### config.mk
export PLATFORM = sky130hd
export DESIGN_NAME = seven_segment_serial_display_driver_unit
export DESIGN_NICKNAME = d
export VERILOG_FILES = /design/src/sv/ssdd_pkg.sv /design/src/sv/ssdd_div10.sv /design/src/sv/seven_segment_serial_display_driver_unit.sv
export SDC_FILE = /design/constraint.sdc
export NUM_CORES = 1
export LEC_CHECK = 0
export BUFFER_PORTS_ARGS = -buffer_cell sky130_fd_sc_hd__buf_2
export CORE_MARGIN = 1.5
export CORE_UTILIZATION = 48
export DETAILED_ROUTE_END_ITERATION = 12
export PLACE_DENSITY = 0.73
export SKIP_LAST_GASP = 1
export SLEW_MARGIN = 40
export SYNTH_ARGS = -nofsm -noshare
export SYNTH_HDL_FRONTEND = slang
export SYNTH_HIERARCHICAL = 1
export SYNTH_SLANG_ARGS = --single-unit
### constraint.sdc
create_clock -name clk -period 8.3 [get_ports clk]
set_clock_uncertainty 0.1 [all_clocks]
set_input_delay 1.66 -clock clk [delete_from_list [all_inputs] [get_ports clk]]
set_output_delay 1.66 -clock clk [all_outputs]
set_load 0.01 [all_outputs]
### src/sv/ssdd_pkg.sv
// ----------------------------------------------------------------------------
// ssdd_pkg
// Shared types, constants and the segment table of the seven-segment
// serial display driver.
// ----------------------------------------------------------------------------
`default_nettype none

package ssdd_pkg;

  localparam int VALUE_W    = 32;
  localparam int QUOT_W     = 29;  // floor((2**32-1)/10) fits in 29 bits
  localparam int FRAME_BITS = 16;

  // floor(x/10) == (x * DIV10_MAGIC) >> DIV10_SHIFT for every 32-bit x
  localparam logic [31:0] DIV10_MAGIC = 32'hCCCC_CCCD;
  localparam int          DIV10_SHIFT = 35;

  localparam logic [7:0] SEL_MASK = 8'hFF;
  localparam logic [7:0] DOT_BIT  = 8'h80;

  typedef struct packed {
    logic [31:0] value;
    logic [3:0]  digit_count;
    logic [7:0]  dot_mask;
  } ssdd_in_t;

  typedef struct packed {
    logic       serial_bit;
    logic       latch;
    logic [1:0] digit_index;
    logic       last;
  } ssdd_out_t;

  function automatic logic [7:0] seg_pattern(input logic [3:0] digit);
    logic [7:0] pat;
    case (digit)
      4'd0:    pat = 8'b0011_1111;
      4'd1:    pat = 8'b0000_0110;
      4'd2:    pat = 8'b0101_1011;
      4'd3:    pat = 8'b0100_1111;
      4'd4:    pat = 8'b0110_0110;
      4'd5:    pat = 8'b0110_1101;
      4'd6:    pat = 8'b0111_1101;
      4'd7:    pat = 8'b0000_0111;
      4'd8:    pat = 8'b0111_1111;
      4'd9:    pat = 8'b0110_1111;
      default: pat = 8'b0000_0000;
    endcase
    return pat;
  endfunction

endpackage

`default_nettype wire

### src/sv/ssdd_div10.sv
// ----------------------------------------------------------------------------
// ssdd_div10
// Shared divide-by-ten unit: reciprocal multiply into a registered quotient,
// remainder recovered the following cycle from the held dividend.
// ----------------------------------------------------------------------------
`default_nettype none

module ssdd_div10
  import ssdd_pkg::*;
(
  input  wire logic               clk,
  input  wire logic               en,
  input  wire logic [VALUE_W-1:0] dividend,
  output logic      [QUOT_W-1:0]  quot,
  output logic      [3:0]         rem
);

  logic [63:0]       prod;
  logic [QUOT_W-1:0] quot_r;
  logic [QUOT_W-1:0] quot_nxt;
  logic [VALUE_W-1:0] times10;

  assign prod     = 64'(dividend) * 64'(DIV10_MAGIC);
  assign quot_nxt = prod[DIV10_SHIFT +: QUOT_W];

  always_ff @(posedge clk) begin
    if (en) begin
      quot_r <= quot_nxt;
    end
  end

  // dividend is held stable until the remainder is taken
  assign times10 = (VALUE_W'(quot_r) << 3) + (VALUE_W'(quot_r) << 1);
  assign rem     = 4'(dividend - times10);
  assign quot    = quot_r;

endmodule

`default_nettype wire

### src/sv/seven_segment_serial_display_driver_unit.sv
// ----------------------------------------------------------------------------
// seven_segment_serial_display_driver_unit
// Splits a value into decimal digits and streams one 16-bit select/segment
// frame per digit, MSB first, for a chain of serial-in shift registers.
// ----------------------------------------------------------------------------
// Usage:
//   Drive in_data and raise start; the item is taken on an edge where busy is
//   low. busy stays high while the item is converted and streamed.
//   n = min(digit_count, NUM_DIGITS). Conversion uses one shared divide-by-10
//   unit, a multiply step and then a remainder step for each of the n digits.
//   Each digit then sends 16 beats, one per cycle, on out_strobe/out_data;
//   latch marks the sixteenth beat of a frame, last the final beat of the item.
//   The beats follow the conversion; the final beat is on the ports from the
//   same edge at which busy drops, and only then can the next item be taken.
//   A count of zero gives no beats and the block is ready again the next cycle.
//   The receiver takes every beat as it comes; there is no backpressure.
//   Reset (rst_n low, synchronous) returns to idle and drops out_strobe.
// ----------------------------------------------------------------------------
`default_nettype none

module seven_segment_serial_display_driver_unit
  import ssdd_pkg::*;
#(
  parameter int NUM_DIGITS = 4
) (
  input  wire logic      clk,
  input  wire logic      rst_n,
  input  wire logic      start,
  output logic           busy,
  input  wire ssdd_in_t  in_data,
  output logic           out_strobe,
  output ssdd_out_t      out_data
);

  localparam int DW = (NUM_DIGITS > 1) ? $clog2(NUM_DIGITS) : 1;

  typedef enum logic [3:0] {
    ST_IDLE = 4'b0001,
    ST_MUL  = 4'b0010,
    ST_REM  = 4'b0100,
    ST_SEND = 4'b1000
  } state_t;

  state_t                state_r, state_nxt;
  logic [VALUE_W-1:0]    val_r, val_nxt;
  logic [NUM_DIGITS-1:0] dots_r, dots_nxt;
  logic [DW-1:0]         d_r, d_nxt;
  logic [DW-1:0]         last_d_r, last_d_nxt;
  logic [3:0]            b_r, b_nxt;
  logic [3:0]            digit_r   [NUM_DIGITS];
  logic [3:0]            digit_nxt [NUM_DIGITS];
  logic                  out_strobe_r, out_strobe_nxt;
  ssdd_out_t             out_r, out_nxt;

  logic                  accept;
  logic [3:0]            cnt_sat;
  logic [QUOT_W-1:0]     quot;
  logic [3:0]            rem;
  logic [7:0]            sel_byte;
  logic [7:0]            seg_byte;
  logic [FRAME_BITS-1:0] frame;
  logic                  frame_end;
  logic                  item_end;

  ssdd_div10 u_div10 (
    .clk      (clk),
    .en       (state_r == ST_MUL),
    .dividend (val_r),
    .quot     (quot),
    .rem      (rem)
  );

  assign busy    = (state_r != ST_IDLE);
  assign accept  = start && !busy;
  assign cnt_sat = (in_data.digit_count > 4'(NUM_DIGITS)) ? 4'(NUM_DIGITS)
                                                          : in_data.digit_count;

  assign sel_byte  = SEL_MASK & ~(8'd1 << d_r);
  assign seg_byte  = seg_pattern(digit_r[d_r]) | (dots_r[d_r] ? DOT_BIT : 8'h00);
  assign frame     = {sel_byte, seg_byte};
  assign frame_end = (b_r == 4'(FRAME_BITS - 1));
  assign item_end  = frame_end && (d_r == last_d_r);

  always_comb begin
    state_nxt      = state_r;
    val_nxt        = val_r;
    dots_nxt       = dots_r;
    d_nxt          = d_r;
    last_d_nxt     = last_d_r;
    b_nxt          = b_r;
    digit_nxt      = digit_r;
    out_strobe_nxt = 1'b0;
    out_nxt        = out_r;
    case (state_r)
      ST_IDLE: begin
        if (accept) begin
          val_nxt    = in_data.value;
          dots_nxt   = in_data.dot_mask[NUM_DIGITS-1:0];
          d_nxt      = '0;
          last_d_nxt = DW'(cnt_sat - 4'd1);
          if (cnt_sat != 4'd0) begin
            state_nxt = ST_MUL;
          end
        end
      end
      ST_MUL: begin
        state_nxt = ST_REM;
      end
      ST_REM: begin
        digit_nxt[d_r] = rem;
        val_nxt        = VALUE_W'(quot);
        if (d_r == last_d_r) begin
          d_nxt     = '0;
          b_nxt     = '0;
          state_nxt = ST_SEND;
        end else begin
          d_nxt     = d_r + 1'b1;
          state_nxt = ST_MUL;
        end
      end
      ST_SEND: begin
        out_strobe_nxt      = 1'b1;
        out_nxt.serial_bit  = frame[4'(FRAME_BITS - 1) - b_r];
        out_nxt.latch       = frame_end;
        out_nxt.digit_index = 2'(d_r);
        out_nxt.last        = item_end;
        b_nxt               = b_r + 4'd1;
        if (frame_end) begin
          b_nxt = '0;
          if (item_end) begin
            state_nxt = ST_IDLE;
          end else begin
            d_nxt = d_r + 1'b1;
          end
        end
      end
      default: begin
        state_nxt = ST_IDLE;
      end
    endcase
  end

  always_ff @(posedge clk) begin
    if (!rst_n) begin
      state_r      <= ST_IDLE;
      out_strobe_r <= 1'b0;
    end else begin
      state_r      <= state_nxt;
      out_strobe_r <= out_strobe_nxt;
    end
  end

  always_ff @(posedge clk) begin
    val_r    <= val_nxt;
    dots_r   <= dots_nxt;
    d_r      <= d_nxt;
    last_d_r <= last_d_nxt;
    b_r      <= b_nxt;
    digit_r  <= digit_nxt;
    out_r    <= out_nxt;
  end

  assign out_strobe = out_strobe_r;
  assign out_data   = out_r;

`ifndef NO_ASSERTIONS
  // every beat comes from work started earlier
  a_beat_from_busy: assert property (@(posedge clk) disable iff (!rst_n)
    out_strobe |-> $past(busy))
    else $error("beat without work in flight");

  // the final beat of an item closes a frame
  a_last_is_latch: assert property (@(posedge clk) disable iff (!rst_n)
    out_strobe && out_data.last |-> out_data.latch)
    else $error("last beat not on frame end");

  // a frame streams without gaps
  a_frame_contig: assert property (@(posedge clk) disable iff (!rst_n)
    out_strobe && !out_data.latch |=> out_strobe)
    else $error("gap inside a frame");

  // a nonzero count starts work
  a_start_busy: assert property (@(posedge clk) disable iff (!rst_n)
    start && !busy && (in_data.digit_count != 4'd0) |=> busy)
    else $error("accepted item did not start");
`endif

endmodule

`default_nettype wire

# ---- Yosys cells after proc, flatten, opt, wreduce, memory -nomap -nowiden
# Memories as Yosys holds them, arrays and structs flattened.
# Index checks and enable logic that the tools add are counted.
dict set report word_totals {
  register_bits 99
  rom_bits 112
  input_bits 47
  output_inout_bits 7
  mem_count 1
}
dict set report op_classes {
  add_sub_neg 6
  n_mul 1
  n_lt_le_gt_ge 5
  eq_ne 13
  shift 1
  muxes 29
  bitwise_logic 3
  reduce_logical 13
}
# name words width read_ports rd_clocked_by_memory_dff wr line_no
set memory_table {}
lappend memory_table {{(name not given)} 16 7 1 0 0 ssdd_pkg.sv:36} ;# case (digit)
# op n
set op_table {}
lappend op_table {{32-bit by 32-bit multiplier with 64-bit output (second input constant)} 1}
lappend op_table {{32-bit case mux with 2 select lines} 1}
lappend op_table {{4-bit two-way mux} 11}
lappend op_table {{32-bit two-way mux} 1}
lappend op_table {{16-bit bitwise mux} 1}
lappend op_table {{4-bit case mux with 4 select lines} 1}
lappend op_table {{2-bit inequality test (second input constant)} 6}
lappend op_table {{4-bit binary-select mux with 2-bit select} 1}
lappend op_table {{4-bit demux with 2-bit select} 1}
lappend op_table {{4-bit equality test (second input constant)} 2}
lappend op_table {{2-bit two-way mux} 4}
lappend op_table {{8-bit two-way mux} 1}
lappend op_table {{8-bit inverter} 1}
lappend op_table {{8-bit OR} 1}
lappend op_table {{4-bit case mux with 2 select lines} 1}
lappend op_table {{4-bit AND reduction} 2}
lappend op_table {{1-bit by 2-bit << shifter with 8-bit output (first input constant)} 1}
lappend op_table {{2-bit case mux with 3 select lines} 1}
lappend op_table {{2-bit AND reduction} 3}
lappend op_table {{4-bit by 5-bit < comparator with 1-bit output (second input constant)} 1}
lappend op_table {{4-bit by 1-bit adder with 4-bit output (second input constant)} 1}
lappend op_table {{4-bit adder} 1}
lappend op_table {{1-bit binary-select mux with 4-bit select} 1}
lappend op_table {{4-bit by 1-bit equality test with 1-bit output (second input constant)} 1}
lappend op_table {{other kinds (20)} 25}

# ---- Logic depth before layout (Yosys ltp)
# Gate-level depths: netlist of the first run.
# An unclocked memory read counts as a cell.
dict set report depth {
  depth_word 8
  depth_mapped 25
  depth_no_buf 25
}

# ---- Modules after synthesis
# Netlist of the first run, hierarchy kept.
# module n_inst cells_each area_each_um2 seq_area_each_um2
set modules_own_cells {}
lappend modules_own_cells {ssdd_div10 1 1743 17800.8 870.8}
lappend modules_own_cells {seven_segment_serial_display_driver_unit 1 221 3339.5 2052.0}

# ---- Least setup slack after synthesis of the first run
# No wires, ideal clock.
dict set report synth_timing {
  path_type {register -> register}
  startpoint {register val_r[18]}
  endpoint {register u_div10.quot_r[20], in the netlist u_div10/quot[20] (data pin)}
  setup_time_ps 261
  arrival_ps 6432
  required_time_ps 7939
  setup_slack_ps 1507
  stages_incl_launch_ff 24
  path_buffers 0
  cell_sequence {edfxtp_1 -> ha_1 -> inv_1 -> fa_1 -> inv_1 -> fa_1 -> inv_1 -> fa_1 -> inv_1 -> fa_1 -> fa_1 -> fa_1 -> inv_1 -> fa_1 -> inv_1 -> ha_1 -> nand2_1 -> nor4_4 -> a211oi_2 -> o31ai_2 -> o21bai_2 -> a21oi_2 -> nor4_1 -> a311o_1}
}
dict set report synth_via {
  elab_chain_len 1
}
# element line_no
set synth_rtl {}
lappend synth_rtl {{start, declared} seven_segment_serial_display_driver_unit.sv:45} ;# logic [VALUE_W-1:0] val_r, val_nxt;
lappend synth_rtl {{start signal, assigned} seven_segment_serial_display_driver_unit.sv:154} ;# val_r <= val_nxt;
lappend synth_rtl {{32-bit by 32-bit multiplier with 64-bit output} ssdd_div10.sv:23} ;# assign prod = 64'(dividend) * 64'(DIV10_MAGIC);
lappend synth_rtl {{net u_div10.prod[55]} ssdd_div10.sv:18} ;# logic [63:0] prod;
lappend synth_rtl {{end signal, assigned} ssdd_div10.sv:28} ;# quot_r <= quot_nxt;
lappend synth_rtl {{end, declared} ssdd_div10.sv:19} ;# logic [QUOT_W-1:0] quot_r;
# The timed path passes the listed nets, and every way through them passes these cells.
# A chain may end at the register's enable or synchronous reset.

# ---- Final worst setup path of the first run
dict set report layout_timing {
  startpoint {register val_r[16]}
  endpoint {register u_div10.quot_r[28], in the netlist u_div10/quot[28] (data pin)}
}
# Same word-level chain as after synthesis.

==> results of run 1 <==
## cell type report
type	instances	area (µm²)	area share (%)
Inverter	558	2090	9.21
Sequential cell	99	2920	12.8
Tap cell	585	732	3.22
Timing Repair Buffer	98	613	2.69
Clock buffer	9	225	0.990
Multi-Input combinational cell	1285	16100	70.6
Clock inverter	7	109	0.478
## cells by family (layout without fill, tap and decap cells)
group,Yosys count,count (layout),synth area share (%)
AOI/OAI and AO/OA,202,202,6.38
and+or+nand+nor,207,207,5.24
muxes,44,44,2.75
buffers and inverters,580,672,10.4
adders and majority gates,748,748,58.0
DFF,99,99,13.8
xor gates and xnor gates,84,84,3.48
## registers in the layout, summed over array words and instances (netlist names), 2 cells and up
signal        cells
val_r            32
u_div10/quot     29
digit_r          16
out_data          5
b_r               4
dots_r            4
state_r           4
d_r               2
last_d_r          2
## stage by stage
step	instance area (µm²)	utilization, %
after floorplan	21100	-
after global placement	22400	51.8
after detailed placement	22400	51.8
after CTS	22700	52.6
after global routing	22800	52.6
final	22800	52.6
## path summary, 6_finish.rpt
check / depth (start not counted) / slack [ns] / end
max reg2reg: 23 / 0.33 / u_div10/quot[28]$_DFFE_PP_
max: 23 / 0.33 / u_div10/quot[28]$_DFFE_PP_
min reg2reg: 1 / 0.45 / val_r[23]$_DFFE_PP_
min: 1 / 0.45 / val_r[23]$_DFFE_PP_
## layer usage
metal	track usage, %	vias up	share of wire (%)
li1	-	6411	-
met1	34.4	7317	41
met2	45.8	447	49
met3	3.13	123	5.1
met4	11.8	0	5.0
met5	0	-	0
## worst max-delay path, stage by stage (launching register included)
cell      delay, ns
edfxtp_1       0.62
ha_1           0.60
inv_1          0.20
fa_1           0.51
inv_1          0.05
fa_1           0.54
inv_1          0.07
fa_1           0.50
inv_1          0.06
fa_1           0.44
fa_1           0.43
fa_1           0.52
inv_1          0.05
fa_1           0.47
inv_1          0.05
ha_1           0.39
nand2_1        0.19
nor4_4         0.39
a211oi_2       0.17
o31ai_2        0.42
o21ai_1        0.22
a31oi_2        0.37
mux2i_1        0.22
nand4_1        0.10
## layout by cell type (no fill, tap or decap), types with 7 or more instances in the layout
cell type,n
and2_1,16
ha_1,362
xor2_1,41
nor3_1,11
buf_2,49
inv_1,558
nor2b_1,10
mux2_2,30
and3_1,12
nand4_1,13
a21oi_1,67
fa_1,386
edfxtp_1,94
buf_4,49
mux2i_1,7
a21o_1,42
xnor2_1,43
nand2b_1,10
clkbuf_16,9
o21ai_0,28
nor2_1,33
nand2_1,55
a31oi_1,8
nand3_1,21
==> metrics.md, run 1 <==
| Metric | Value |
|---|---|
| Status | completed |
| WHS | 0.448 ns |
| # placed instances | 2625 |
| Layout fillers | 3881 |
| Synth Instances | 1964 |
| Wirelength, routed | 57.3 mm |
| Yosys top cell area share | 36.6% |
| Io pins | 54 |
| Avg Cell Area, Syn | 10.8 µm² |
| Endpoints failing hold | 0 |
| Period minus WS final | 7.97 ns |
| Largest fanout on the critical path | 5 |
| Post-CTS sizing | 0 |
| WL/cell | 21.7 µm |
| Vias per Instance | 5.41 |
| First-pass GRT wire length | 88.9 mm |
| Clk_lat worst skew | 0.36 ns |
| Longest Clk Path Bufs | 2 |
| Gpl congestion | 1.04 |
| CP arrival | 7.98 ns |
| Die W | 213 µm |
| Setup violators final | 0 |
| I/O Buffers | 49 |
| FFs w/ async S/R, synth | 0% |
| Largest net degree at the start of global routing | 43 |
| Count of warnings emitted by yosys | 6 |
| Total CTS buffers | 9 |
| Most common cell in the netlist | inv_1 |
| Setup TNS | 0 ns |
| Worst slack at placement | 0.410 ns |
| Crit. Startpoint | val_r[16]$_DFFE_PP_ |
| Vias in the first global route | 15515 |
| Syn Nets | 2759 |
| DRC | 0 |
| Setup WS post-layout | 0.330 ns |
| Postcts setup bufs | 0 |
| Critical Path End Type | register |
| Grt total ovfl | 0 |
| Share of layout cells above drive strength 1 | 8.32% |
| Distinct cell type count after synthesis | 71 |
| Fin. max-slew vios | 0 |
| Fin nets | 2846 |
| Measured slew at the worst slew-check pin | 0.774 ns |
| Post-DP HPWL | 51.2 mm |
| Crit start category | register |
| Area contributors post-synth | fa_1, ha_1, edfxtp_1, inv_1, xnor2_1 |
| Row count | 76 |
| Yosys reg bits | 99 |
| CTS clk-pin slew, worst paths | 0.07 ns |
| Initial cell density of the core | 48.9% |
| Via count | 14298 |
| Min-delay src | u_div10/quot[23]$_DFFE_PP_ |
| Antenna-violating nets left | 0 |
| Clock Root Buffer | clkbuf_16 |
| Register area share after synthesis | 13.8% |
| TritonCTS clock tree | done |
| Num Clock Sinks | 99 |
| Drt pass-1 iters | 5 |
| Main synth FF type | edfxtp_1 |
| Die area | 45300 µm² |
| Post-Syn Area | 21100 µm² |
| Unrepaired setup endpoints after global routing | no |
| Crit path required time | 8.31 ns |
| Worst setup path category | register to register |
| Period utilisation layout | 96.0% |
| Die Ht | 213 µm |
| Reg-to-Reg Start | val_r[16]$_DFFE_PP_ |
| Core ar. | 43300 µm² |
| # Max-Cap Violations | 0 |
| DRT iter0 DRCs | 953 |
| CTS HTree Levels | 3 |
| Relative slew slack | 47.7% |
| Hold crit path type | register to register |
| Fmax | 0.125 GHz |
| N_diodes | 0 |
| Cell taking the most area after synthesis | fa_1 |
| Synth cell count leaders | inv_1, fa_1, ha_1 |
| Non-Filler Instances | 2641 |
| Post-synth EDFFs | 94 |
| Area growth, synth to finish | 7.62% |
| CTS Hold Buffers Added | 0 |
| Initial antenna violation count | 0 |
| Gr usage total | 26.8% |
Power of run 1 is left out: the tool's default activity adds up to more than one toggle a clock period on the data nets, which glitch-free logic cannot reach.
==> run 2: changes to the inputs <==
==> constraint.sdc (replaced) <==
create_clock -name clk -period 8.3 [get_ports clk]
set_clock_uncertainty 0.1 [all_clocks]
set_input_delay 1.245 -clock clk [delete_from_list [all_inputs] [get_ports clk]]
set_output_delay 1.245 -clock clk [all_outputs]
set_load 0.01 [all_outputs]
==> run 2 against run 1 <==
  * Fmax increased by 0.71%
  * Wire length fell by 1.5%
  * First-iteration DRC count is 6.2% lower
  * Final cell count is 0.23% lower
  * Register-to-register slack better by 0.06 ns
  * Core utilization decreased by 0.18 points
  * Flip-flop and latch count is the same
  * Global-route usage fell by 0.56 points
  * Design area is 0.35% lower
==> metrics.md, run 2 (synthesis results as in run 1) <==
| Metric | Value |
|---|---|
| Status | completed |
| I/O Buffers | 49 |
| Share of layout cells above drive strength 1 | 8.05% |
| Commonest non-fill, non-tap cell in the layout | inv_1 |
| Post-CTS sizing | 0 |
| Vias per Instance | 5.34 |
| Setup TNS | 0 ns |
| Total CTS buffers | 9 |
| Measured slew at the worst slew-check pin | 0.684 ns |
| CTS clk-pin slew, worst paths | 0.08 ns |
| Clock Root Buffer | clkbuf_16 |
| Setup WS post-layout | 0.386 ns |
| Largest fanout on the critical path | 6 |
| Slowest stage delay, CP | 0.57 ns |
| Die W | 213 µm |
| CP arrival | 7.93 ns |
| Hold crit path type | register to register |
| Die Ht | 213 µm |
| Clk_lat worst skew | 0.37 ns |
| Most common cell on crit path | fa_1 |
| Die area | 45300 µm² |
| WP buf/inv | 5 |
| Crit start category | register |
| Initial antenna violation count | 2 |
| Gr usage total | 26.3% |
| Cell-by-cell trace of the critical path | ha_1 > inv_1 > fa_1 > inv_1 > fa_1 > inv_1 > fa_1 > inv_1 > fa_1 > fa_1 > fa_1 > fa_1 > ha_1 > buf_4 > a21o_1 > a31oi_2 > o21ai_1 > a211oi_2 > or4b_4 > a31oi_1 > a21oi_1 > xor2_1 |
| Largest delay share family, worst path | adder cells |
| Gpl congestion | 1.06 |
| Top reg by flops | val_r |
| TritonCTS clock tree | done |
| Drt pass-1 iters | 5 |
| CTS HTree Levels | 3 |
| Area growth, synth to finish | 7.25% |
| Worst setup path category | register to register |
| Longest Clk Path Bufs | 2 |
| Crit path required time | 8.31 ns |
| Most frequent cells in the layout | inv_1, fa_1, ha_1 |
| Worst slack at placement | 0.445 ns |
| Largest net degree at the start of global routing | 43 |
| Critical Path End Type | register |
| Period minus WS final | 7.91 ns |
| Fin. max-slew vios | 0 |
| Antenna-violating nets left | 0 |
| Io pins | 54 |
| Vias in the first global route | 15263 |
| Setup violators final | 0 |
| WL/cell | 21.4 µm |
| Relative slew slack | 54.2% |
| Fin nets | 2839 |
| CTS Hold Buffers Added | 0 |
| Post-DP HPWL | 50.7 mm |
| Wirelength, routed | 56.5 mm |
| Slowest cell on crit path | edfxtp_1 |
| DRC | 0 |
| First-pass GRT wire length | 86.6 mm |
| Initial cell density of the core | 48.9% |
| Largest register FFs | 32 |
| Period utilisation layout | 95.3% |
| Via count | 14067 |
| DRT iter0 DRCs | 894 |
| Grt total ovfl | 0 |
| Row count | 76 |
| Num Clock Sinks | 99 |
| Unrepaired setup endpoints after global routing | no |
| Core ar. | 43300 µm² |
| # Max-Cap Violations | 0 |
| Fmax | 0.126 GHz |
| Endpoints failing hold | 0 |
| Postcts setup bufs | 0 |
run 2: cell types whose count changed in the layout (fill, tap and decap cells not counted), sizes merged:
cell,change
buf,-7
bufinv,-2
clkinv,+1
clkinvlp,+1
diode,+1
run 2: worst reg2reg max path: cells and delay by family (launching register included):
| family | cells | cell delay [ns] |
|---|---|---|
| fa+ha+maj | 9 | 4.43 |
| simple gates | 1 | 0.55 |
| flops | 1 | 0.57 |
| buf+inv | 5 | 0.54 |
| xor+xnor | 1 | 0.17 |
| compound gates | 6 | 1.29 |
run 2: final timing paths:
check	from	endpoint	slack, ns	cells after the start
max	val_r[15]$_DFFE_PP_	u_div10/quot[21]$_DFFE_PP_	0.39	22
min	u_div10/quot[14]$_DFFE_PP_	val_r[14]$_DFFE_PP_	0.45	1
max reg2reg	val_r[15]$_DFFE_PP_	u_div10/quot[21]$_DFFE_PP_	0.39	22
min reg2reg	u_div10/quot[14]$_DFFE_PP_	val_r[14]$_DFFE_PP_	0.45	1
run 2: area by class of cell:
cell class / count / area [µm²]
Antenna cell: 1 / 2.50
Clock buffer: 9 / 225
Clock inverter: 7 / 80.1
Fill cell: 3831 / 20600
Inverter: 558 / 2090
Multi-Input combinational cell: 1285 / 16100
Sequential cell: 99 / 2920
Tap cell: 585 / 732
Timing Repair Buffer: 91 / 561
run 2: metal layers:
| metal | global-route usage [%] | part of all wire (%) | routed length [µm] |
|---|---|---|---|
| met3 | 3.63 | 6.0 | 3400 |
| met1 | 33.1 | 40 | 22700 |
| met5 | 0 | 0 | 0 |
| met4 | 10.3 | 4.3 | 2410 |
| met2 | 45.6 | 49 | 27900 |
run 2: stage by stage:
step                hold WS, ns  std cells  instance area (µm²)  utilization [%]
floorplan                 0.376       1964                21100                -
global placement          0.429       2618                22400             51.7
detailed placement        0.430       2618                22400             51.7
CTS                       0.451       2634                22700             52.4
global route              0.450       2635                22700             52.4
finish                    0.446       2635                22700             52.4
Power of run 2 is left out for the same reason.
